### config.mk
export PLATFORM = sky130hd
export DESIGN_NAME = vertex_buffer_stride_allocator_core
export DESIGN_NICKNAME = d
export VERILOG_FILES = /design/src/rtl/vbsa_pkg.sv /design/src/rtl/vertex_buffer_stride_allocator_core.sv /design/src/rtl/vbsa_divider.sv /design/src/rtl/vbsa_ctrl.sv /design/src/rtl/vbsa_datapath.sv
export SDC_FILE = /design/constraint.sdc
export NUM_CORES = 1
export LEC_CHECK = 0
export BUFFER_PORTS_ARGS = -buffer_cell sky130_fd_sc_hd__buf_2
export CAP_MARGIN = 20
export CORE_MARGIN = 2
export CORE_UTILIZATION = 60
export DETAILED_ROUTE_END_ITERATION = 10
export PLACE_DENSITY = 0.77
export SYNTH_ARGS = -nofsm -noshare
export SYNTH_HDL_FRONTEND = slang
export SYNTH_SLANG_ARGS = --single-unit
### constraint.sdc
create_clock -name aclk -period 6.7 [get_ports aclk]
set_clock_uncertainty 0.05 [all_clocks]
set_input_delay 0.67 -clock aclk [delete_from_list [all_inputs] [get_ports aclk]]
set_output_delay 0.67 -clock aclk [all_outputs]
set_load 0.1 [all_outputs]
### src/rtl/vbsa_pkg.sv
// Shared types and constants for the vertex buffer stride allocator.
// Holds the payload structs, register and status codes, and the
// controller/datapath command and status groups. No dependencies.
package vbsa_pkg;

    localparam int ADDR_BITS  = 24;
    localparam int CAP_W      = 25;
    localparam int COUNT_W    = 16;
    localparam int STRIDE_W   = 9;
    localparam int MARGIN_W   = 8;
    localparam int OFF_W      = CAP_W + 1;
    localparam int SUM_W      = CAP_W + 2;
    localparam int DIV_STEPS  = CAP_W;
    localparam int DIV_CNT_W  = $clog2(DIV_STEPS);
    localparam int PADDR_W    = 4;

    localparam logic [1:0] STATUS_PLACED  = 2'd0;
    localparam logic [1:0] STATUS_REFUSED = 2'd1;
    localparam logic [1:0] STATUS_SKIPPED = 2'd2;

    localparam logic [1:0] REG_BUFFER_BYTES = 2'd0;
    localparam logic [1:0] REG_RING_MODE    = 2'd1;
    localparam logic [1:0] REG_WRAP_MARGIN  = 2'd2;

    localparam logic [CAP_W-1:0]    BUFFER_BYTES_RESET = 25'd1048576;
    localparam logic                RING_MODE_RESET    = 1'b1;
    localparam logic [MARGIN_W-1:0] WRAP_MARGIN_RESET  = 8'd64;

    typedef struct packed {
        logic [COUNT_W-1:0]  vertex_count;
        logic [STRIDE_W-1:0] vertex_stride;
        logic                already_placed;
    } in_item_t;

    typedef struct packed {
        logic [1:0]           status;
        logic [ADDR_BITS-1:0] vertex_position;
        logic [ADDR_BITS-1:0] byte_offset;
        logic                 discard;
        logic                 past_capacity;
    } out_item_t;

    typedef struct packed {
        logic [CAP_W-1:0]    buffer_bytes;
        logic                ring_mode;
        logic [MARGIN_W-1:0] wrap_margin;
    } cfg_t;

    typedef enum logic [2:0] {
        S_IDLE,
        S_MUL,
        S_CHECK,
        S_DIV,
        S_ALIGN,
        S_COMMIT
    } ctrl_state_t;

    typedef struct packed {
        logic load;
        logic mul;
        logic check;
        logic div_start;
        logic div_step;
        logic align;
        logic commit;
    } ctrl_cmd_t;

    typedef struct packed {
        logic early_done;
        logic div_last;
        logic out_free;
    } dp_status_t;

endpackage

### src/rtl/vertex_buffer_stride_allocator_core.sv
// Top level of the vertex buffer stride allocator: register port,
// controller and datapath. Depends on vbsa_pkg, vbsa_ctrl, vbsa_datapath.
//
//   Channel   Direction  Handshake            Payload
//   s_        in         s_valid / s_ready    vbsa_pkg::in_item_t
//   m_        out        m_valid / m_ready    vbsa_pkg::out_item_t
//   APB       in/out     psel/penable/pready  buffer_bytes, ring_mode, wrap_margin
//
// A placed run that does not wrap goes from acceptance through one multiply,
// one check, 25 steps of the serial divider, one align and one commit.
// Skipped, refused and wrapped runs bypass the divider and go from check to commit.
// The next request is taken no earlier than the cycle after a result is
// registered, so the block works on one request at a time.
// A result waiting on m_ready stalls only the commit of the following request.
// Reset clears the offsets, the output valid and the registers to their defaults.
module vertex_buffer_stride_allocator_core (
    input  logic                             aclk,
    input  logic                             aresetn,
    input  logic                             s_valid,
    output logic                             s_ready,
    input  vbsa_pkg::in_item_t               s_data,
    output logic                             m_valid,
    input  logic                             m_ready,
    output vbsa_pkg::out_item_t              m_data,
    input  logic                             psel,
    input  logic                             penable,
    input  logic                             pwrite,
    input  logic [vbsa_pkg::PADDR_W-1:0]     paddr,
    input  logic [31:0]                      pwdata,
    output logic [31:0]                      prdata,
    output logic                             pready
);

    vbsa_pkg::cfg_t       cfg_reg, cfg_next;
    vbsa_pkg::ctrl_cmd_t  cmd;
    vbsa_pkg::dp_status_t status;
    logic                 cfg_write;

    assign pready    = 1'b1;
    assign cfg_write = psel && penable && pwrite && pready;

    always_comb begin
        cfg_next = cfg_reg;
        if (cfg_write) begin
            unique case (paddr[3:2])
                vbsa_pkg::REG_BUFFER_BYTES:
                    cfg_next.buffer_bytes = pwdata[vbsa_pkg::CAP_W-1:0];
                vbsa_pkg::REG_RING_MODE:
                    cfg_next.ring_mode = pwdata[0];
                vbsa_pkg::REG_WRAP_MARGIN:
                    cfg_next.wrap_margin = pwdata[vbsa_pkg::MARGIN_W-1:0];
                default: ;
            endcase
        end
    end

    always_comb begin
        unique case (paddr[3:2])
            vbsa_pkg::REG_BUFFER_BYTES: prdata = 32'(cfg_reg.buffer_bytes);
            vbsa_pkg::REG_RING_MODE:    prdata = 32'(cfg_reg.ring_mode);
            vbsa_pkg::REG_WRAP_MARGIN:  prdata = 32'(cfg_reg.wrap_margin);
            default:                    prdata = '0;
        endcase
    end

    always_ff @(posedge aclk) begin
        if (!aresetn) begin
            cfg_reg.buffer_bytes <= vbsa_pkg::BUFFER_BYTES_RESET;
            cfg_reg.ring_mode    <= vbsa_pkg::RING_MODE_RESET;
            cfg_reg.wrap_margin  <= vbsa_pkg::WRAP_MARGIN_RESET;
        end else begin
            cfg_reg <= cfg_next;
        end
    end

    vbsa_ctrl u_ctrl (
        .aclk    (aclk),
        .aresetn (aresetn),
        .s_valid (s_valid),
        .status  (status),
        .cmd     (cmd),
        .s_ready (s_ready)
    );

    vbsa_datapath u_dp (
        .aclk    (aclk),
        .aresetn (aresetn),
        .cfg     (cfg_reg),
        .s_data  (s_data),
        .m_ready (m_ready),
        .cmd     (cmd),
        .status  (status),
        .m_data  (m_data),
        .m_valid (m_valid)
    );

endmodule

### src/rtl/vbsa_divider.sv
// Restoring serial divider: one quotient bit per step, DIV_STEPS steps.
// Depends on vbsa_pkg for widths.
module vbsa_divider (
    input  logic                           aclk,
    input  logic                           aresetn,
    input  logic                           start,
    input  logic                           step,
    input  logic [vbsa_pkg::CAP_W-1:0]     dividend,
    input  logic [vbsa_pkg::STRIDE_W-1:0]  divisor,
    output logic [vbsa_pkg::CAP_W-1:0]     quotient,
    output logic [vbsa_pkg::STRIDE_W-1:0]  remainder,
    output logic                           last
);

    logic [vbsa_pkg::CAP_W-1:0]     quo_reg, quo_next;
    logic [vbsa_pkg::STRIDE_W-1:0]  rem_reg, rem_next;
    logic [vbsa_pkg::DIV_CNT_W-1:0] cnt_reg, cnt_next;
    logic [vbsa_pkg::STRIDE_W:0]    trial;
    logic                           ge;

    always_comb begin
        trial    = {rem_reg, quo_reg[vbsa_pkg::CAP_W-1]};
        ge       = trial >= {1'b0, divisor};
        quo_next = quo_reg;
        rem_next = rem_reg;
        cnt_next = cnt_reg;
        if (start) begin
            quo_next = dividend;
            rem_next = '0;
            cnt_next = '0;
        end else if (step) begin
            // For a nonzero divisor, the partial remainder stays below the divisor.
            rem_next = ge ? vbsa_pkg::STRIDE_W'(trial - {1'b0, divisor})
                          : trial[vbsa_pkg::STRIDE_W-1:0];
            quo_next = {quo_reg[vbsa_pkg::CAP_W-2:0], ge};
            cnt_next = cnt_reg + 1'b1;
        end
    end

    always_ff @(posedge aclk) begin
        if (!aresetn) begin
            cnt_reg <= '0;
        end else begin
            cnt_reg <= cnt_next;
        end
        quo_reg <= quo_next;
        rem_reg <= rem_next;
    end

    assign quotient  = quo_reg;
    assign remainder = rem_reg;
    assign last      = cnt_reg == vbsa_pkg::DIV_CNT_W'(vbsa_pkg::DIV_STEPS - 1);

endmodule

### src/rtl/vbsa_ctrl.sv
// Controller state machine for the allocator.
// Sequences multiply, check, divide, align and commit; early-done runs go from check to commit. Depends on vbsa_pkg.
module vbsa_ctrl (
    input  logic                 aclk,
    input  logic                 aresetn,
    input  logic                 s_valid,
    input  vbsa_pkg::dp_status_t status,
    output vbsa_pkg::ctrl_cmd_t  cmd,
    output logic                 s_ready
);

    vbsa_pkg::ctrl_state_t state_reg, state_next;

    always_comb begin
        state_next = state_reg;
        unique case (state_reg)
            vbsa_pkg::S_IDLE: begin
                if (s_valid) state_next = vbsa_pkg::S_MUL;
            end
            vbsa_pkg::S_MUL:   state_next = vbsa_pkg::S_CHECK;
            vbsa_pkg::S_CHECK: begin
                state_next = status.early_done ? vbsa_pkg::S_COMMIT : vbsa_pkg::S_DIV;
            end
            vbsa_pkg::S_DIV: begin
                if (status.div_last) state_next = vbsa_pkg::S_ALIGN;
            end
            vbsa_pkg::S_ALIGN: state_next = vbsa_pkg::S_COMMIT;
            vbsa_pkg::S_COMMIT: begin
                if (status.out_free) state_next = vbsa_pkg::S_IDLE;
            end
            default: state_next = vbsa_pkg::S_IDLE;
        endcase
    end

    always_comb begin
        cmd     = '0;
        s_ready = 1'b0;
        unique case (state_reg)
            vbsa_pkg::S_IDLE: begin
                s_ready  = 1'b1;
                cmd.load = s_valid;
            end
            vbsa_pkg::S_MUL:   cmd.mul = 1'b1;
            vbsa_pkg::S_CHECK: begin
                cmd.check     = 1'b1;
                cmd.div_start = 1'b1;
            end
            vbsa_pkg::S_DIV:    cmd.div_step = 1'b1;
            vbsa_pkg::S_ALIGN:  cmd.align    = 1'b1;
            vbsa_pkg::S_COMMIT: cmd.commit   = status.out_free;
            default: ;
        endcase
    end

    always_ff @(posedge aclk) begin
        if (!aresetn) begin
            state_reg <= vbsa_pkg::S_IDLE;
        end else begin
            state_reg <= state_next;
        end
    end

endmodule

### src/rtl/vbsa_datapath.sv
// Datapath: request registers, size multiply, room checks, alignment,
// offset state and the output register. Depends on vbsa_pkg, vbsa_divider.
module vbsa_datapath (
    input  logic                 aclk,
    input  logic                 aresetn,
    input  vbsa_pkg::cfg_t       cfg,
    input  vbsa_pkg::in_item_t   s_data,
    input  logic                 m_ready,
    input  vbsa_pkg::ctrl_cmd_t  cmd,
    output vbsa_pkg::dp_status_t status,
    output vbsa_pkg::out_item_t  m_data,
    output logic                 m_valid
);

    localparam int CAP_W = vbsa_pkg::CAP_W;
    localparam int OFF_W = vbsa_pkg::OFF_W;
    localparam int SUM_W = vbsa_pkg::SUM_W;

    logic [vbsa_pkg::COUNT_W-1:0]  count_reg;
    logic [vbsa_pkg::STRIDE_W-1:0] stride_reg;
    logic                          placed_reg;
    logic [CAP_W-1:0]              bytes_reg;
    logic [1:0]                    res_status_reg;
    logic [OFF_W-1:0]              off_reg;
    logic [OFF_W-1:0]              vert_reg;
    logic                          disc_reg;
    logic [CAP_W-1:0]              next_byte_reg, next_byte_next;
    logic [CAP_W-1:0]              next_vertex_reg, next_vertex_next;
    vbsa_pkg::out_item_t           m_data_reg, m_data_next;
    logic                          m_valid_reg, m_valid_next;

    logic [SUM_W-1:0]              cap_ext, end_static, end_ring;
    logic                          skip, refuse, wrap;
    logic [CAP_W-1:0]              quotient;
    logic [vbsa_pkg::STRIDE_W-1:0] remainder;
    logic                          div_last;
    logic [SUM_W-1:0]              off_end, vert_end;
    logic                          is_placed;

    vbsa_divider u_div (
        .aclk      (aclk),
        .aresetn   (aresetn),
        .start     (cmd.div_start),
        .step      (cmd.div_step),
        .dividend  (next_byte_reg),
        .divisor   (stride_reg),
        .quotient  (quotient),
        .remainder (remainder),
        .last      (div_last)
    );

    always_comb begin
        cap_ext    = SUM_W'(cfg.buffer_bytes);
        end_static = SUM_W'(next_byte_reg) + SUM_W'(bytes_reg);
        end_ring   = end_static + SUM_W'(cfg.wrap_margin);
        skip       = !cfg.ring_mode && placed_reg;
        refuse     = (stride_reg == '0) || (SUM_W'(bytes_reg) > cap_ext) ||
                     (!cfg.ring_mode && (end_static > cap_ext));
        wrap       = cfg.ring_mode && (end_ring > cap_ext);
        off_end    = SUM_W'(off_reg) + SUM_W'(bytes_reg);
        vert_end   = SUM_W'(vert_reg) + SUM_W'(count_reg);
        is_placed  = res_status_reg == vbsa_pkg::STATUS_PLACED;
    end

    assign status.early_done = skip || refuse || wrap;
    assign status.div_last   = div_last;
    assign status.out_free   = !m_valid_reg || m_ready;

    always_comb begin
        next_byte_next   = next_byte_reg;
        next_vertex_next = next_vertex_reg;
        m_data_next      = m_data_reg;
        m_valid_next     = m_valid_reg;
        if (m_ready) m_valid_next = 1'b0;
        if (cmd.commit) begin
            m_valid_next                = 1'b1;
            m_data_next.status          = res_status_reg;
            m_data_next.vertex_position = vert_reg[vbsa_pkg::ADDR_BITS-1:0];
            m_data_next.byte_offset     = off_reg[vbsa_pkg::ADDR_BITS-1:0];
            m_data_next.discard         = disc_reg;
            m_data_next.past_capacity   = is_placed && (off_end > cap_ext);
            if (is_placed) begin
                // Both offsets saturate at the top of their range.
                next_byte_next   = (|off_end[SUM_W-1:CAP_W]) ? '1 : off_end[CAP_W-1:0];
                next_vertex_next = (|vert_end[SUM_W-1:CAP_W]) ? '1 : vert_end[CAP_W-1:0];
            end
        end
    end

    always_ff @(posedge aclk) begin
        if (cmd.load) begin
            count_reg  <= s_data.vertex_count;
            stride_reg <= s_data.vertex_stride;
            placed_reg <= s_data.already_placed;
        end
        if (cmd.mul) begin
            bytes_reg <= CAP_W'(count_reg) * CAP_W'(stride_reg);
        end
        if (cmd.check) begin
            if (skip) begin
                res_status_reg <= vbsa_pkg::STATUS_SKIPPED;
            end else if (refuse) begin
                res_status_reg <= vbsa_pkg::STATUS_REFUSED;
            end else begin
                res_status_reg <= vbsa_pkg::STATUS_PLACED;
            end
            // A wrapped run starts at zero; refused and skipped runs report zero.
            off_reg  <= '0;
            vert_reg <= '0;
            disc_reg <= !skip && !refuse && wrap;
        end
        if (cmd.align) begin
            if (remainder != '0) begin
                off_reg  <= OFF_W'(next_byte_reg) + OFF_W'(stride_reg - remainder);
                vert_reg <= OFF_W'(quotient) + 1'b1;
            end else begin
                off_reg  <= OFF_W'(next_byte_reg);
                vert_reg <= OFF_W'(quotient);
            end
        end
        m_data_reg <= m_data_next;
    end

    always_ff @(posedge aclk) begin
        if (!aresetn) begin
            next_byte_reg   <= '0;
            next_vertex_reg <= '0;
            m_valid_reg     <= 1'b0;
        end else begin
            next_byte_reg   <= next_byte_next;
            next_vertex_reg <= next_vertex_next;
            m_valid_reg     <= m_valid_next;
        end
    end

    assign m_data  = m_data_reg;
    assign m_valid = m_valid_reg;

endmodule

==> flow_summary.yaml <==
worst_hold_path:
  hp-start: "s_data[3]"
  hold_class: "primary input to flop"
finish:
  largest_register_ffs: 52
  finalNonFillerCells: 2886
  nNetsFinal: 2825
  diodes: 0
  drive_above_1_share: 0.117
  area_delta_synth_final_pct: 9.09
  fin_area_um2: 23800
synth:
  synth_edf_count: 181
  synth_area_um2: 21800
  yosysMostFrequentCell: "ha_1"
  syn_area_per_cell_um2: 9.52
  synth.ff_latch_count: 258
  ys_top_cells_by_count: "ha_1 (249), nand2_1 (244), inv_1 (186), edfxtp_1 (181)"
  synth-main-ff-cell: "edfxtp_1"
  synth.top_cell.area_share: 0.249
  synth_cell_type_count: 97
  synth.area.top_cells: "edfxtp_1 (25%), ha_1 (14%), fa_1 (9.6%), dfxtp_1 (7.1%), nand2_1 (4.2%)"
  synth.yosys.seq_area_share: 0.320
  yosysWarnings: 0
  syn_inst: 2293
  yosys.area.top_type: "edfxtp_1"
  synthArstFlopShare: 0
clock_network:
  clock_latency_ns: 0.58
  path_clk_slew_ns: 0.06
  cts_tree: "done"
  clock-sinks: 258
  numCtsBuffers: 29
  h-tree-depth: 1
  holdBufCountCts: 0
  cts-root-buf: "clkbuf_16"
  post-cts-setup-buffers: 0
  clockBufferDepth: 3
  post_cts_resized: 0
die:
  core_area_um2: 35700
  die_y_um: 195
  die_area_um2: 37900
  start_util: 0.611
  ios: 156
  die_w_um: 195
  row_count: 69
detailed_routing:
  num_vias: 17100
  firstDrtPassIters: 5
  wl_per_cell_um: 18.5
  antenna_left: 0
  drc_errors: 0
  routed_wirelength_mm: 53.5
  drt-vias-per-instance: 5.93
  first_iter_violations: 1162
flow_run:
  drv_cap: 0
setup_path:
  crit_type: "flop to flop"
  r2r_end: "u_dp.bytes_reg[23]"
  cp-endpoint: "u_dp.bytes_reg[23]"
  crit_path_max_fanout: 19
  crit_path_start: "u_dp.stride_reg[2]"
  reg2reg_slack_ns: 0.42
  rr_startpoint: "u_dp.stride_reg[2]"
  cp-start-kind: "flop"
  cp-end-kind: "flop"
  required_ns: 6.96
  cp.arrival_ns: 6.54
  reg2regPathDepth: 20
power_and_ir_drop:
  sw_frac_of_total: 0.460
  peakVddDrop_uv: 374
  switchingPower_mw: 5.28
  total_power_mw: 11.5
  internal_power_mw: 6.21
  p_leak_nw: 10.2
  power_frac_seq: 0.220
  powerDensity_nw_per_um2: 482
  p_comb_frac: 0.647
  pwr-share-clk: 0.133
sta:
  slew_viol_final: 0
  rsz0062_at_grt: "false"
  finalHoldViolCount: 0
  setup_ws_ns: 0.416
  timing.final.crit_share: 0.938
  max_slew.worst_pin.slew_ns: 1.00
  fmax_ghz: 0.159
  fin_crit_ns: 6.28
  setup_tns_ns: 0
  setup_violations: 0
  relSlewSlack: 0.324
grt:
  grt-ovfl-total: 0
  track_usage: 0.281
  grt_max_degree: 66
  grt_pass1_wl_mm: 86.0
  antenna_found_initial: 0
  grt_pass1_vias: 17000
placement:
  io_buffers: 138
  place_ws_ns: 0.506
  placed_cells: 2832
  gp_congestion: 0.961
  placed_area_um2: 22900
  place_hpwl_mm: 42.0
status:
  status: "finished clean"
-- critical path, stage by stage (launching register included) --
cell,delay (ns)
edfxtp_1,0.82
nand2_1,0.18
fa_1,0.54
fa_1,0.51
inv_1,0.04
ha_1,0.27
inv_1,0.06
fa_1,0.59
inv_1,0.06
ha_1,0.30
a21o_1,0.19
a21oi_1,0.25
o21ai_0,0.12
a21oi_1,0.24
o21ai_1,0.17
a211oi_1,0.31
nor2_1,0.12
o41ai_1,0.40
o21ai_1,0.20
o41ai_1,0.45
xnor2_1,0.11
-- worst min-delay path by stage --
| stage | end | depth (start not counted) |
|---|---|---|
| detailed placement | u_dp.m_data[28] | 0 |
| global route | u_dp.stride_reg[5] | 1 |
| global placement | u_dp.m_data[48] | 0 |
| CTS | u_dp.stride_reg[2] | 1 |
| finish | u_dp.stride_reg[2] | 1 |
| floorplan | u_dp.m_data[1] | 0 |
-- kinds of logic (layout without fill, tap and decap cells) --
logic type / after synthesis / in the layout / share of synthesized area
flip-flops: 258 / 258 / 0.320
adder cells (fa/ha/maj): 354 / 354 / 0.239
AND/OR/NAND/NOR: 730 / 730 / 0.164
multiplexers: 43 / 43 / 0.0211
other: 2 / 8 / 0.000344
AO/OA/AOI/OAI: 503 / 503 / 0.151
XOR/XNOR: 129 / 129 / 0.0533
buffers and inverters: 274 / 400 / 0.0515
-- routing by layer --
layer	wire, um	global-route usage	up-vias
met3	2950	0.0359	134
met5	0	0	-
met2	25700	0.486	497
met1	22600	0.359	8207
li1	-	-	8286
met4	2200	0.115	0
-- power groups by stage --
stage / clock, mW / combinational (mW) / sequential (mW)
after global routing: 1.63 / 8.43 / 2.55
after detailed placement: 0 / 7.31 / 2.55
after CTS: 1.56 / 7.39 / 2.52
final: 1.53 / 7.43 / 2.53
after floorplan: 0 / 5.88 / 2.43
after global placement: 0 / 7.05 / 2.54
-- stage by stage --
step / hold slack [ns] / utilization
floorplan: 0.350 / -
global placement: 0.350 / 0.641
detailed placement: 0.355 / 0.641
CTS: 0.185 / 0.666
global route: 0.184 / 0.666
finish: 0.211 / 0.666
-- cell type report --
type,instances,area [um2]
multi-input cells,1767,13800
clock inverters,11,78.8
fillers,2883,11900
flip-flops and latches,258,6980
repair buffers,160,856
well taps,461,577
clock buffers,43,840
inverters,186,698
-- layout by cell type, fill, tap and decap left out, types with 8 or more instances in the layout --
master / n
conb_1: 8
dfxtp_1: 77
o21ai_1: 11
and2_1: 67
a21o_1: 56
edfxtp_1: 181
o21a_1: 24
and3_1: 13
nor3_1: 48
o41ai_1: 10
nand2_1: 244
nor2b_1: 30
a211oi_1: 18
fa_1: 105
buf_4: 22
nand3_1: 46
clkbuf_1: 9
o21ai_0: 101
nand4_1: 35
a21boi_0: 31
xnor2_1: 73
mux2i_1: 19
o21bai_1: 14
a21oi_1: 149
nor4_1: 8
nand2b_1: 30
ha_1: 249
mux2_2: 24
or3_1: 14
o211ai_1: 10
inv_1: 186
buf_2: 138
nor2_1: 148
xor2_1: 53
clkbuf_16: 30
(Power assumes the default switching activity.)
